### src/hw/rtl/rcct_pkg.sv
// Shared types, constants and the isotherm table of the colour temperature block.
// No dependencies.
package rcct_pkg;

    localparam int ROM_ENTRIES         = 31;
    localparam int IDX_W               = $clog2(ROM_ENTRIES);
    localparam int WORK_FRAC           = 24;
    localparam int DEN_LIMIT_BITS      = 40;
    localparam int COORD_W             = 16;
    localparam int DIST_W              = 58;
    localparam int DIV_NUM_W           = 56;
    localparam int DIV_DEN_W           = 40;
    localparam int QUOT_W              = 17;
    localparam int MIRED_W             = 14;
    localparam int DEF_ISOTHERM_COUNT  = 31;
    localparam int DEF_COORD_FRAC_BITS = 16;
    localparam logic [23:0] CCT_SCALE  = 24'd16000000;

    localparam logic [1:0] END_INTERP = 2'd0;
    localparam logic [1:0] END_HOT    = 2'd1;
    localparam logic [1:0] END_COOL   = 2'd2;

    // Isotherms: mired, u and v scaled by 1e5, slope magnitude scaled by 1e5.
    localparam logic [9:0] ISO_MIRED [ROM_ENTRIES] = '{
        10'd0,   10'd10,  10'd20,  10'd30,  10'd40,  10'd50,  10'd60,  10'd70,
        10'd80,  10'd90,  10'd100, 10'd125, 10'd150, 10'd175, 10'd200, 10'd225,
        10'd250, 10'd275, 10'd300, 10'd325, 10'd350, 10'd375, 10'd400, 10'd425,
        10'd450, 10'd475, 10'd500, 10'd525, 10'd550, 10'd575, 10'd600
    };
    localparam logic [16:0] ISO_U5 [ROM_ENTRIES] = '{
        17'd18006, 17'd18066, 17'd18133, 17'd18208, 17'd18293, 17'd18388, 17'd18494,
        17'd18611, 17'd18740, 17'd18880, 17'd19032, 17'd19462, 17'd19962, 17'd20525,
        17'd21142, 17'd21807, 17'd22511, 17'd23247, 17'd24010, 17'd24792, 17'd25591,
        17'd26400, 17'd27218, 17'd28039, 17'd28863, 17'd29685, 17'd30505, 17'd31320,
        17'd32129, 17'd32931, 17'd33724
    };
    localparam logic [16:0] ISO_V5 [ROM_ENTRIES] = '{
        17'd26352, 17'd26589, 17'd26846, 17'd27119, 17'd27407, 17'd27709, 17'd28021,
        17'd28342, 17'd28668, 17'd28997, 17'd29326, 17'd30141, 17'd30921, 17'd31647,
        17'd32312, 17'd32909, 17'd33439, 17'd33904, 17'd34308, 17'd34655, 17'd34951,
        17'd35200, 17'd35407, 17'd35577, 17'd35714, 17'd35823, 17'd35907, 17'd35968,
        17'd36011, 17'd36038, 17'd36051
    };
    localparam logic [23:0] ISO_SLOPE5 [ROM_ENTRIES] = '{
        24'd24341,   24'd25479,   24'd26876,   24'd28539,   24'd30470,   24'd32675,
        24'd35156,   24'd37915,   24'd40955,   24'd44278,   24'd47888,   24'd58204,
        24'd70471,   24'd84901,   24'd101820,  24'd121680,  24'd145120,  24'd172980,
        24'd206370,  24'd246810,  24'd296410,  24'd358140,  24'd436330,  24'd537620,
        24'd672620,  24'd859550,  24'd1132400, 24'd1562800, 24'd2332500, 24'd4077000,
        24'd11645000
    };

    typedef struct packed {
        logic               valid;
        logic [COORD_W-1:0] u;
        logic [COORD_W-1:0] v;
    } t_q_item;

    typedef struct packed {
        logic                 start;
        logic [DIV_NUM_W-1:0] num;
        logic [DIV_DEN_W-1:0] den;
    } t_div_req;

    typedef struct packed {
        logic              done;
        logic [QUOT_W-1:0] quot;
    } t_div_rsp;

    // Floor of the scaled normal length, evaluated at elaboration only.
    function automatic longint unsigned iso_len(input longint unsigned s);
        longint unsigned x;
        longint unsigned res;
        longint unsigned b;
        x   = (64'd10000000000 + s * s) << 16;
        res = 64'd0;
        b   = 64'd1 << 62;
        for (int k = 0; k < 32; k++) begin
            if (b > x) begin
                b = b >> 2;
            end
        end
        for (int k = 0; k < 32; k++) begin
            if (b != 64'd0) begin
                if (x >= res + b) begin
                    x   = x - (res + b);
                    res = (res >> 1) + b;
                end else begin
                    res = res >> 1;
                end
                b = b >> 2;
            end
        end
        return res;
    endfunction

    // Dividend of the kelvin conversion, rounding half up.
    function automatic logic [DIV_NUM_W-1:0] cct_num(input logic [MIRED_W-1:0] mx);
        return DIV_NUM_W'(CCT_SCALE) + DIV_NUM_W'(mx >> 1);
    endfunction

endpackage

### src/hw/rtl/rcct_front.sv
// Front end: takes transactions, masks the coordinates and queues them (two deep).
// Depends on rcct_pkg.
module rcct_front #(
    parameter int COORD_FRAC_BITS = rcct_pkg::DEF_COORD_FRAC_BITS
) (
    input  logic                        i_clk,
    input  logic                        i_rst_n,
    input  logic                        i_start,
    output logic                        o_busy,
    input  logic [rcct_pkg::COORD_W-1:0] i_u,
    input  logic [rcct_pkg::COORD_W-1:0] i_v,
    output rcct_pkg::t_q_item           o_item,
    input  logic                        i_pop
);
    import rcct_pkg::*;

    localparam int KEEP = (COORD_FRAC_BITS < COORD_W) ? COORD_FRAC_BITS : COORD_W;
    localparam logic [COORD_W-1:0] MASK = COORD_W'((33'd1 << KEEP) - 33'd1);

    logic [COORD_W-1:0] r_u [2];
    logic [COORD_W-1:0] r_v [2];
    logic               r_wr, r_rd;
    logic [1:0]         r_cnt;
    logic               w_push, w_pop;

    assign o_busy = (r_cnt == 2'd2);
    assign w_push = i_start && !o_busy;
    assign w_pop  = i_pop && (r_cnt != 2'd0);

    assign o_item.valid = (r_cnt != 2'd0);
    assign o_item.u     = r_u[r_rd];
    assign o_item.v     = r_v[r_rd];

    always_ff @(posedge i_clk) begin
        if (!i_rst_n) begin
            r_wr  <= 1'b0;
            r_rd  <= 1'b0;
            r_cnt <= 2'd0;
        end else begin
            if (w_push) begin
                r_wr <= ~r_wr;
            end
            if (w_pop) begin
                r_rd <= ~r_rd;
            end
            r_cnt <= r_cnt + 2'(w_push) - 2'(w_pop);
        end
    end

    always_ff @(posedge i_clk) begin
        if (w_push) begin
            r_u[r_wr] <= i_u & MASK;
            r_v[r_wr] <= i_v & MASK;
        end
    end

endmodule

### config.mk
export PLATFORM = sky130hd
export DESIGN_NAME = rcct_front
export DESIGN_NICKNAME = d
export VERILOG_FILES = /design/src/hw/rtl/rcct_pkg.sv /design/src/hw/rtl/rcct_front.sv
export SDC_FILE = /design/constraint.sdc
export NUM_CORES = 1
export LEC_CHECK = 0
export BUFFER_PORTS_ARGS = -buffer_cell sky130_fd_sc_hd__buf_4
export CAP_MARGIN = 20
export CORE_UTILIZATION = 52
export DETAILED_ROUTE_END_ITERATION = 12
export PLACE_DENSITY = 0.88
export SETUP_SLACK_MARGIN = 0.2
export SLEW_MARGIN = 20
export SYNTH_ARGS = -nofsm -noshare
export SYNTH_HDL_FRONTEND = slang
export SYNTH_SLANG_ARGS = --single-unit
### constraint.sdc
create_clock -name i_clk -period 3 [get_ports i_clk]
set_clock_uncertainty 0.15 [all_clocks]
set_input_delay 0.6 -clock i_clk [delete_from_list [all_inputs] [get_ports i_clk]]
set_output_delay 0.6 -clock i_clk [all_outputs]
set_load 0.03 [all_outputs]
==> out/qor.txt, run 1 <==
Status: finished, final reports clean
Largest net degree at the start of global routing: 33
Asr flop ratio synth: 0
Number of global-route vias before repair: 1,436
Synth Register Bits: 69
Routed wl met3: 207 µm
Largest family of logic cells by synthesized area: multiplexers
Placeable Area: 4850 µm²
CTS tree: done
Setup crit end kind: output pin
Synth Area in Compound Gates: 0.00278
Ys flop type: edfxtp_1
Ys Warns: 0
Die Y: 74.1 µm
WL met2: 2640 µm
Fraction of layout cells with a size suffix above 1: 0.586
M1 wire length: 1670 µm
Post-synth EDFFs: 64
Nets: 243
Gpl congestion: 0.646
Root Driver: clkbuf_8
Fmax: 418 MHz
DR pass1 iterations: 4
Starting Density: 0.557
Multiplexer share of the synthesized area: 0.179
Synth area leaders: edfxtp_1 71%, mux2_4 17%, dfxtp_1 3.7%
Die Width: 74.1 µm
Cell variety after synth: 18
PostCTS Resize Cnt: 0
CTS H-Tree Depth: 3
Post-CTS Setup Bufs: 0
Setup TNS Final: 0 ps
Core Rows: 25
Cell Area, Synth: 2700 µm²
GR Overflow Total: 0
Leakage: 0.00140 µW
RSZ-0062 raised after global routing: false
Initial antenna violation count: 0
CTS Hold Bufs: 0
VDD IR max: 0.612 mV
Max layer used: met4
Most common cell in the synthesized netlist: edfxtp_1
Post-DP Area: 3270 µm²
Cell area power density: 895 nW/µm²
Worst rel slew slack: 0.709
Mapped Avg Cell Area: 21.4 µm²
Worst slew pin tran: 437 ps
Synth Area in Adders: 0.00927
Clock-pin slew on the worst setup and hold paths: 70 ps
Overall Global Routing Usage: 0.180
Dpl hpwl: 3120 µm
Clk buf depth: 2
CTS Buf Count: 9
Routed Antenna Nets: 0
Area leader, netlist: edfxtp_1
Pins Over Slew Limit: 0
Simple-gate share of the synthesized area: 0.0199
First-pass GRT wire length: 6750 µm
ANT cells: 0
Number of port buffers: 69
Num ports: 70
Post-route cell area: 3490 µm²
Synth Area in XOR/XNOR: 0.00973
Hold Crit Depth: 1
Critical path type: register to output pin
Worst hold path type: input pin to register
Final setup viols: 0
Vias/cell: 4.85
Die Area: 5480 µm²
Max-cap violation count: 0
Critical path arrival: 1640 ps
Post-Synthesis Cells: 126
Clock Sinks: 69
Routed len/inst: 16.6 µm
Critical Path Start Type: register
Fillers: 295
Vias post-DR: 1,343
CP max FO: 24
P&R area growth vs syn: 29.2%
Req. time, crit path: 2250 ps
Post-synth top area share: 0.712
DRC Markers: 0
Seq/Total Area, Yosys: 0.749
Final WL: 4610 µm
Post-synth top cells: 64 x edfxtp_1, 30 x mux2_4, 5 x dfxtp_1, 4 x nor2_1
1st-iter DRT viols: 96
Syn_nets: 164
R2r worst-path depth: 8
Final hold vios: 0
Final Critical Period: 2390 ps
Period utilization: 0.798
Worst skew pair latency: 320 ps
[cell type report]
class / instances / area, µm² / share of cell area
clock buffers: 9 / 124 / 0.0355
well taps: 67 / 83.8 / 0.0240
repair buffers: 72 / 553 / 0.159
flip-flops and latches: 69 / 2020 / 0.580
clock inverters: 7 / 90.1 / 0.0258
multi-input cells: 50 / 603 / 0.173
inverters: 3 / 11.3 / 0.00323
[metrics by stage]
stage / total power [µW] / instances / setup slack [ps] / util / hold slack (ps)
2_1_floorplan: 2060 / 126 / 381 / - / 305
3_3_place_gp: 2320 / 261 / 980 / 0.675 / 348
3_5_place_dp: 2360 / 261 / 926 / 0.675 / 383
4_1_cts: 3150 / 277 / 580 / 0.719 / 298
5_1_grt: 3240 / 277 / 527 / 0.719 / 290
6_report: 3120 / 277 / 605 / 0.719 / 310
[layer usage]
| layer | global-route usage | vias up |
|---|---|---|
| met5 | 0 | - |
| met4 | 0.103 | 0 |
| met3 | 0.0393 | 8 |
| met2 | 0.337 | 45 |
| met1 | 0.182 | 655 |
| li1 | - | 635 |
[flip-flops by register name, indices dropped and copies added (netlist names), named ones only]
signal	flops
r_cnt	2
r_u	32
r_wr	1
r_v	32
r_rd	1
[critical path: stages, from the launching register on]
cell and delay (ps):
dfxtp_2 530, buf_12 250, mux2_2 360, buf_4 170
[cell usage in the layout (no fill, tap or decap), drive strengths merged, types with 2 or more instances in the layout]
| cell type | n |
|---|---|
| xnor2 | 2 |
| clkinvlp | 2 |
| buf | 72 |
| mux2 | 32 |
| dfxtp | 5 |
| bufinv | 2 |
| edfxtp | 64 |
| clkinv | 3 |
| nand2b | 2 |
| ha | 2 |
| inv | 3 |
| nand2 | 2 |
| clkbuf | 9 |
| nor2 | 4 |
[logic make-up (layout without fill, tap and decap cells)]
logic type	Yosys count	count (layout)
XOR/XNOR	3	3
buffers and inverters	7	91
multiplexers	33	33
AO/OA/AOI/OAI	1	1
AND/OR/NAND/NOR	11	11
adder cells (fa/ha/maj)	2	2
flip-flops	69	69
[path summary, 6_finish.rpt]
check	startpoint	end	slack, ps
setup / recovery	register	o_item[15]	610
hold / removal	i_u[5]	r_u[0][5]	310
setup reg to reg	r_cnt[0]	r_cnt[1]	1070
hold reg to reg	r_wr	r_wr	380
[where the power goes]
part / leakage [µW] / switching [µW] / internal, µW
Clock: 0.000105 / 332 / 463
Sequential: 0.000640 / 67.9 / 1210
Combinational: 0.000660 / 567 / 481
(Power assumes the default switching activity.)
==> run 2, diff against run 1 <==
--- a/config.mk
+++ b/config.mk
@@ -5,11 +5,12 @@
 export SDC_FILE = /design/constraint.sdc
 export NUM_CORES = 1
 export LEC_CHECK = 0
+export ABC_AREA = 1
 export BUFFER_PORTS_ARGS = -buffer_cell sky130_fd_sc_hd__buf_4
 export CAP_MARGIN = 20
-export CORE_UTILIZATION = 52
+export CORE_UTILIZATION = 47
 export DETAILED_ROUTE_END_ITERATION = 12
-export PLACE_DENSITY = 0.88
+export PLACE_DENSITY = 0.84
 export SETUP_SLACK_MARGIN = 0.2
 export SLEW_MARGIN = 20
 export SYNTH_ARGS = -nofsm -noshare
==> constraint.sdc (replaced) <==
create_clock -name i_clk -period 2.2 [get_ports i_clk]
set_clock_uncertainty 0.15 [all_clocks]
set_input_delay 0.44 -clock i_clk [delete_from_list [all_inputs] [get_ports i_clk]]
set_output_delay 0.44 -clock i_clk [all_outputs]
set_load 0.03 [all_outputs]
==> out/qor.txt, run 2 <==
Starting Density: 0.489 (-0.0677)
Die Area: 6070 µm² (+11%)
Cell area power density: 1190 nW/µm² (+33%)
Clk buf depth: 2 (unchanged)
Core Rows: 27 (+8.0%)
Status: finished, final reports clean
Mapped Avg Cell Area: 19.8 µm² (-7.7%)
P&R area growth vs syn: 30.6%
Synth Register Bits: 69 (unchanged)
Max-cap violation count: 0 (unchanged)
GR Overflow Total: 0 (unchanged)
1st-iter DRT viols: 99 (+3.1%)
Critical path arrival: 1390 ps (-250 ps)
Die Y: 77.9 µm (+5.2%)
Final WL: 4330 µm (-6.0%)
Logic pwr share: 0.353 (+0.018)
CP max FO: 12 (-50%)
Num ports: 70 (unchanged)
Initial antenna violation count: 0 (unchanged)
Total power: 4220 µW (+35%)
Post-synth top area share: 0.709 (-0.00263)
Gpl congestion: 0.723 (+12%)
Setup TNS Final: 0 ps (unchanged)
Syn_nets: 175 (+6.7%)
Most common cell in the synthesized netlist: edfxtp_1
Number of port buffers: 69 (unchanged)
ANT cells: 0 (unchanged)
First-pass GRT wire length: 6490 µm (-3.9%)
Clock Sinks: 69 (unchanged)
Ys Warns: 0 (unchanged)
Final Critical Period: 1980 ps
Seq/Total Area, Yosys: 0.746 (-0.00277)
Int Pwr: 2930 µW (+36%)
Top flop regs: r_u (32), r_v (32), r_cnt (2)
Placeable Area: 5540 µm² (+14%)
Worst skew pair latency: 320 ps (about the same)
Setup crit end kind: output pin
Asr flop ratio synth: 0 (unchanged)
Post-synth EDFFs: 64 (unchanged)
Clock-pin slew on the worst setup and hold paths: 70 ps (about the same)
Post-synth top cells: 64 x edfxtp_1, 30 x mux2_4, 9 x nand2_1, 8 x inv_1, 8 x nor2_1
Worst rel slew slack: 0.713 (+0.00387)
Cell variety after synth: 12 (-6)
Routed Antenna Nets: 0 (unchanged)
Cell Area, Synth: 2710 µm² (+0.37%)
RSZ-0062 raised after global routing: true
Area leader, netlist: edfxtp_1
Routed len/inst: 14.7 µm (-12%)
CTS H-Tree Depth: 3 (unchanged)
Hold WS: 141 ps (-169 ps)
Met2 Use GR: 0.255 (-0.0825)
Pins Over Slew Limit: 0 (unchanged)
CTS tree: done
Synth area leaders: edfxtp_1 71%, mux2_4 17%, dfxtp_1 3.7%
Vias post-DR: 1,373 (+2.2%)
Final setup viols: 0 (unchanged)
GRT met3 Usage: 0.0329 (-0.00635)
Die Width: 77.9 µm (+5.2%)
Fillers: 406 (+38%)
Post-CTS Setup Bufs: 0 (unchanged)
Post-DP Area: 3310 µm² (+1.1%)
Root Driver: clkbuf_8
Reg power frac: 0.411 (about the same)
CTS Buf Count: 9 (unchanged)
Worst slew pin tran: 431 ps (-5.80 ps)
DR pass1 iterations: 4 (unchanged)
Top Usage Layer GRT: met2
Switching power: 1300 µW (+34%)
Req. time, crit path: 1610 ps (-640 ps)
VDD IR max: 0.994 mV (+62%)
Leakage: 0.00144 µW (+2.7%)
Period utilization: 0.899
Nets: 256 (+5.3%)
Largest net degree at the start of global routing: 33 (unchanged)
Overall Global Routing Usage: 0.149 (-0.0306)
Net switching fraction of the power: 0.307 (-0.00263)
Fraction of layout cells with a size suffix above 1: 0.538 (-0.0476)
Number of global-route vias before repair: 1,379 (-4.0%)
Vias/cell: 4.65 (-4.0%)
Most frequent cells in the layout: 70 x buf_4, 64 x edfxtp_1, 30 x mux2_4, 11 x clkbuf_8, 9 x nand2_1
Met1 Usage GRT: 0.167 (-0.0159)
Ys flop type: edfxtp_1
Worst hold path type: input pin to register
Final hold vios: 0 (unchanged)
Critical Path Start Type: register
Leading cell type in the layout, fill and taps excluded: buf_4
Post-Synthesis Cells: 137 (+8.7%)
Critical path type: register to output pin
Clk pwr share: 0.235 (-0.019)
Post-route cell area: 3540 µm² (+1.4%)
Dpl hpwl: 2860 µm (-8.1%)
Fmax: 505 MHz
DRC Markers: 0 (unchanged)
-- run 2: changes by cell type in the layout (fill, tap and decap cells not counted), sizes merged, moves of 3 or more --
cell    previous run  this run
nand2              2         9
inv                3         8
nand3              0         3
nor2               4         8
clkbuf             9        15
-- run 2: critical path, cell delays in order (launching register included) --
cell     delay (ps)
dfxtp_4         390
buf_12          160
mux2_2          340
buf_4           170
-- run 2: final cells by class --
class                      instances  area (µm²)  area share
sequential                        69        2030       0.572
timing repair buffer              74         602       0.170
multi-input combinational         56         594       0.168
clock buffer                      14         163      0.0460
tap                               72        90.1      0.0255
clock inverter                     2        33.8     0.00955
inverter                           8        30.0     0.00849
-- run 2: worst paths after layout --
| check | cells past startpoint | end | start | slack (ps) |
|---|---|---|---|---|
| setup / recovery | 3 | o_item[31] | register | 220 |
| hold / removal | 1 | r_u[1][2] | i_u[2] | 140 |
| setup reg to reg | 10 | r_cnt[1] | r_cnt[0] | 480 |
| hold reg to reg | 2 | r_rd | r_rd | 400 |
-- run 2: metrics by stage --
stage	setup WS, ps	utilization	instances
after CTS	175	0.633	294
after global placement	541	0.598	278
after global routing	167	0.639	295
after detailed placement	482	0.598	278
final	221	0.639	295
after floorplan	241	-	137
-- run 2: cells by family after synthesis --
kind of cell | count (synthesis) | share of synthesized area
buf+inv | 12 | 0.0374
fa+ha+maj | 2 | 0.00923
flops | 69 | 0.746
mux | 32 | 0.175
compound gates | 2 | 0.00369
simple gates | 20 | 0.0291
-- run 2: metal layers --
metal  vias to the layer above  wire length [µm]
li1                        670                 -
met1                       647              1830
met2                        48              2180
met3                         8               212
met4                         0               111
met5                         -                 0
-- run 2: timing repair --
| item | in CTS | in global routing |
|---|---|---|
| endpoints found under the setup margin | 2 | 26 |
| hold buffers | 0 | 0 |
| cloned | 0 | 1 |
| gates resized for setup | 0 | 2 |
-- run 2: power groups by stage --
stage	logic, µW	registers (µW)	clock network, µW
after floorplan	1070	1740	0
after global placement	1460	1750	0
after CTS	1480	1730	1010
after global routing	1580	1760	1070
after detailed placement	1480	1760	0
final	1490	1740	995
